$ cat src/rtl/core/tcpi_pkg.sv
// ----------------------------------------------------------------------------
// tcpi_pkg - shared types and constants for the palette indexer
// Token handed from cell to cell along the palette chain, field widths and
// the byte-reverse helper.
// ----------------------------------------------------------------------------
package tcpi_pkg;

   // color_index is 8 bits, so at most this many entries are usable
   localparam int INDEX_SPAN = 256;
   localparam int PIX_W      = 32;
   localparam int IDX_W      = 8;

   // pixel token walking down the chain of cells
   typedef struct packed {
      logic             valid;
      logic [PIX_W-1:0] pix;
   } token_type;

   // one finished result
   typedef struct packed {
      logic [IDX_W-1:0] idx;
      logic             is_new;
      logic [PIX_W-1:0] word;
      logic             ovf;
   } result_type;

   function automatic logic [PIX_W-1:0] swap_byte_order(input logic [PIX_W-1:0] v);
      return {v[7:0], v[15:8], v[23:16], v[31:24]};
   endfunction

endpackage

$ cat src/rtl/core/tcpi_cell.sv
// ----------------------------------------------------------------------------
// tcpi_cell - one palette entry of the chain
// Holds one palette word. Compares the token it holds against that word,
// claims a hit, stores the pixel when it is the next free slot, or hands
// the token to the next cell.
// ----------------------------------------------------------------------------
module tcpi_cell
   import tcpi_pkg::*;
#(
   parameter int K  = 0,   // position of this cell in the chain
   parameter int PW = 9    // width of the fill count
) (
   input  logic          clock,
   input  logic          reset,
   input  token_type     tok_i,
   input  logic [PW-1:0] used_i,
   output token_type     tok_o,
   output logic          hit_o,
   output logic [PIX_W-1:0] entry_o
);

   token_type        tok_ff;
   logic [PIX_W-1:0] entry_ff;
   logic             in_use;
   logic             match;
   logic             fill;

   // token register, one hop per cycle
   always_ff @(posedge clock) begin
      if (reset) begin
         tok_ff.valid <= 1'b0;
      end else begin
         tok_ff.valid <= tok_i.valid;
      end
      tok_ff.pix <= tok_i.pix;
   end

   // compare against the stored word; only entries below the fill count count
   assign in_use = used_i > PW'(K);
   assign match  = entry_ff == tok_ff.pix;
   assign fill   = tok_ff.valid && (used_i == PW'(K));
   assign hit_o  = tok_ff.valid && in_use && match;

   // miss in this cell: pass on
   assign tok_o.valid = tok_ff.valid && in_use && !match;
   assign tok_o.pix   = tok_ff.pix;

   // first free slot takes the pixel
   always_ff @(posedge clock) begin
      if (fill) begin
         entry_ff <= tok_ff.pix;
      end
   end

   assign entry_o = entry_ff;

endmodule

$ cat config.mk
export PLATFORM = sky130hd
export DESIGN_NAME = tcpi_cell
export DESIGN_NICKNAME = d
export VERILOG_FILES = /design/src/rtl/core/tcpi_pkg.sv /design/src/rtl/core/tcpi_cell.sv
export SDC_FILE = /design/constraint.sdc
export NUM_CORES = 1
export LEC_CHECK = 0
export BUFFER_PORTS_ARGS = -buffer_cell sky130_fd_sc_hd__buf_2
export CAP_MARGIN = 20
export CORE_ASPECT_RATIO = 0.8
export CORE_UTILIZATION = 45
export CTS_BUF_LIST = sky130_fd_sc_hd__clkbuf_16
export CTS_CLUSTER_SIZE = 25
export DETAILED_ROUTE_END_ITERATION = 10
export PLACE_DENSITY = 0.84
export SLEW_MARGIN = 25
export SYNTH_ARGS = -nofsm -noshare
export SYNTH_HDL_FRONTEND = slang
export SYNTH_SLANG_ARGS = --single-unit
$ cat constraint.sdc
create_clock -name clock -period 2.8 [get_ports clock]
set_input_delay 0.28 -clock clock [delete_from_list [all_inputs] [get_ports clock]]
set_output_delay 0.28 -clock clock [all_outputs]
set_load 0.02 [all_outputs]
==> run_results.csv <==
group,metric,value,unit
status,status,"complete, no violations",
synth,syn_nets,193,
detailed_routing,dr.pass1.iters,4,
detailed_routing,viasPerCell,4.39,
grt,antenna_found_initial,0,
critical_path,crit_fanout,2,
clock_network,clk-insertion-delay-late,320,ps
sta,clock_skew,5.39,ps
critical_path,endpoint,"hit_o",
finish,fill_cells,383,
sta,hold_viol,0,
detailed_routing,drt.antenna.violating_nets,0,
floorplan,io_pins,110,
clock_network,cts.path.max_buffers,2,
grt,grt_pass1_vias,1316,
sta,slew_headroom,0.721,
synth,syn_inst,149,
clock_network,clockRootBuffer,"clkbuf_16",
clock_network,cts_hold_buf,0,
finish,diodes,0,
synth,syn_avg_cell_area,15.2,um^2
critical_path,r2r_cells,3,
floorplan,fp.dieW,81.4,um
clock_network,cts.repair.resized,0,
power_and_ir_drop,ir_worst_vdd,0.491,mV
floorplan,core_area,0.00471,mm^2
critical_path,critical_path_class,"flip-flop to primary output",
critical_path,r2r_start,"tok_ff[32]",
sta,fin_setup_tns,0,ps
power_and_ir_drop,internal_power,1.75,mW
finish,multi_input_area,410,um^2
critical_path,reg2reg_to,"entry_o[10]",
place,gp_congestion,0.682,
finish,ff_latch_area,0.00162,mm^2
clock_network,cts_sinks,65,
clock_network,cts_buffers,9,
hold_path,hold_depth,1,
job,drv_cap,0,
floorplan,die_h,65.5,um
finish,syn_to_final_growth,29.8,%
grt,grt_pass1_wl,5860,um
hold_path,hold_path.class,"primary input to flip-flop",
power_and_ir_drop,p_sw_frac,0.195,
sta,tightest_slew,418,ps
synth,synth_area,0.00227,mm^2
detailed_routing,routed_wl,3890,um
sta,setup_violations,0,
grt,grt_overflow_total,0,
clock_network,post-cts-setup-buffers,0,
finish,drive_above_1_share,0.514,
sta,rsz0062_at_grt,"false",
power_and_ir_drop,leakage,1.25,nW
sta,fmax,477,MHz
clock_network,cts_max_level,3,
floorplan,rows,22,
power_and_ir_drop,switching_power,424,uW
power_and_ir_drop,p_per_area,738,mW/mm^2
critical_path,end_kind,"primary output",
clock_network,cts_tree,"done",
sta,fin_crit_sh,0.749,
detailed_routing,wl_per_cell,12.8,um
floorplan,start_util,0.482,
clock_network,clkTransAtPathRegs,50,ps
detailed_routing,drtIter0Drc,18,
detailed_routing,vias,1331,
detailed_routing,drc,0,
finish,fin_nets,282,
critical_path,cp_data_required_time,2520,ps
sta,period_minus_slack,2100,ps
critical_path,crit_path_start_kind,"flip-flop",
grt,grt_max_degree,33,
sta,holdWs,59.5,ps
power_and_ir_drop,clock_power_share,0.467,
power_and_ir_drop,comb_power_share,0.051,
sta,final_max_slew_viol_count,0,
critical_path,worstPathArrival,1820,ps
synth,synth_seq_cells,65,
grt,grt_usage,0.160,
synth,yosysUniqueCellTypes,15,
synth,yosysWarnings,0,
floorplan,die-area,0.00533,mm^2
synth,ys_seq_area_frac,0.715,
place,portBuffers,109,
critical_path,reg2reg_setup_slack,1590,ps
power_and_ir_drop,seqPwrFrac,0.482,
critical_path,crit_start,"entry_o[9]",
[cells in the final DEF (no fill, tap or decap)]
master	instances
nor3_1	1
nand4_1	8
a21oi_1	1
buf_2	109
nor4_2	2
nand2_1	1
clkinv_1	1
nor2_4	1
clkinv_2	2
nand3_1	1
and3b_1	1
buf_4	1
xnor2_1	32
bufinv_16	1
edfxtp_1	32
clkbuf_16	9
nor4_1	1
nor2b_1	1
inv_1	4
nor2_1	1
dfxtp_1	33
[kinds of logic after synthesis]
logic type / synth area share
flip-flops: 0.715
buffers and inverters: 0.108
XOR/XNOR: 0.124
AND/OR/NAND/NOR: 0.0518
AO/OA/AOI/OAI: 0.00220
[worst max-delay path, cell delays in order (launching register included)]
cell      delay (ps)
edfxtp_1         410
xnor2_1          160
nand4_1          170
nor4_2           390
and3b_1          210
buf_2            160
[layer usage]
layer / track usage / share of wire / wire length, um / vias to the layer above
met5: 0 / 0 / 0 / -
met4: 0.0603 / 0.0098 / 38 / 0
met1: 0.169 / 0.40 / 1550 / 599
met2: 0.253 / 0.48 / 1870 / 71
met3: 0.106 / 0.11 / 428 / 5
li1: - / - / - / 656
[synthesized netlist by cell type]
cell type,number,area share
a21oi_1,1,0.0022
and3b_1,1,0.0039
buf_4,32,0.11
dfxtp_1,33,0.29
edfxtp_1,32,0.42
inv_1,1,0.0017
nand2_1,1,0.0017
nand3_1,1,0.0022
nand4_1,8,0.022
nor2_1,2,0.0033
nor2b_1,1,0.0028
nor3_1,1,0.0022
nor4_1,1,0.0028
nor4_2,2,0.011
xnor2_1,32,0.12
[per-stage QoR]
stage	setup WS, ps	area, um^2	std cells	total power, mW	utilization
after floorplan	357	2270	149	1.15	-
after global placement	1030	2660	287	1.17	0.566
after detailed placement	1000	2660	287	1.18	0.566
after CTS	653	2940	303	2.20	0.625
after global routing	551	2940	303	2.26	0.625
final	704	2940	303	2.17	0.625
[flip-flops by register name (all words and copies together), names as in the netlist]
register and flops:
tok_ff 1, tok_o 32, entry_o 32
[worst min path at each step]
stage,from,end,slack (ps)
global placement,tok_i[11],tok_o[11],380
CTS,tok_i[10],tok_o[10],50
floorplan,tok_i[0],tok_o[0],310
global route,tok_i[18],tok_o[18],40
detailed placement,tok_i[20],tok_o[20],380
finish,tok_i[27],tok_o[27],60
[power groups by stage]
| stage | Clock, mW | Combinational, mW | Sequential, mW |
|---|---|---|---|
| 2_1_floorplan | 0 | 0.0908 | 1.06 |
| 3_3_place_gp | 0 | 0.111 | 1.06 |
| 3_5_place_dp | 0 | 0.112 | 1.07 |
| 4_1_cts | 1.04 | 0.113 | 1.05 |
| 5_1_grt | 1.09 | 0.121 | 1.05 |
| 6_report | 1.01 | 0.111 | 1.05 |
[area by class of cell]
class,count,area share
clock buffer,9,0.0765
inverter,1,0.00127
sequential,65,0.551
clock inverter,7,0.0187
tap,60,0.0255
timing repair buffer,110,0.188
multi-input combinational,51,0.139
(Power assumes the default switching activity.)
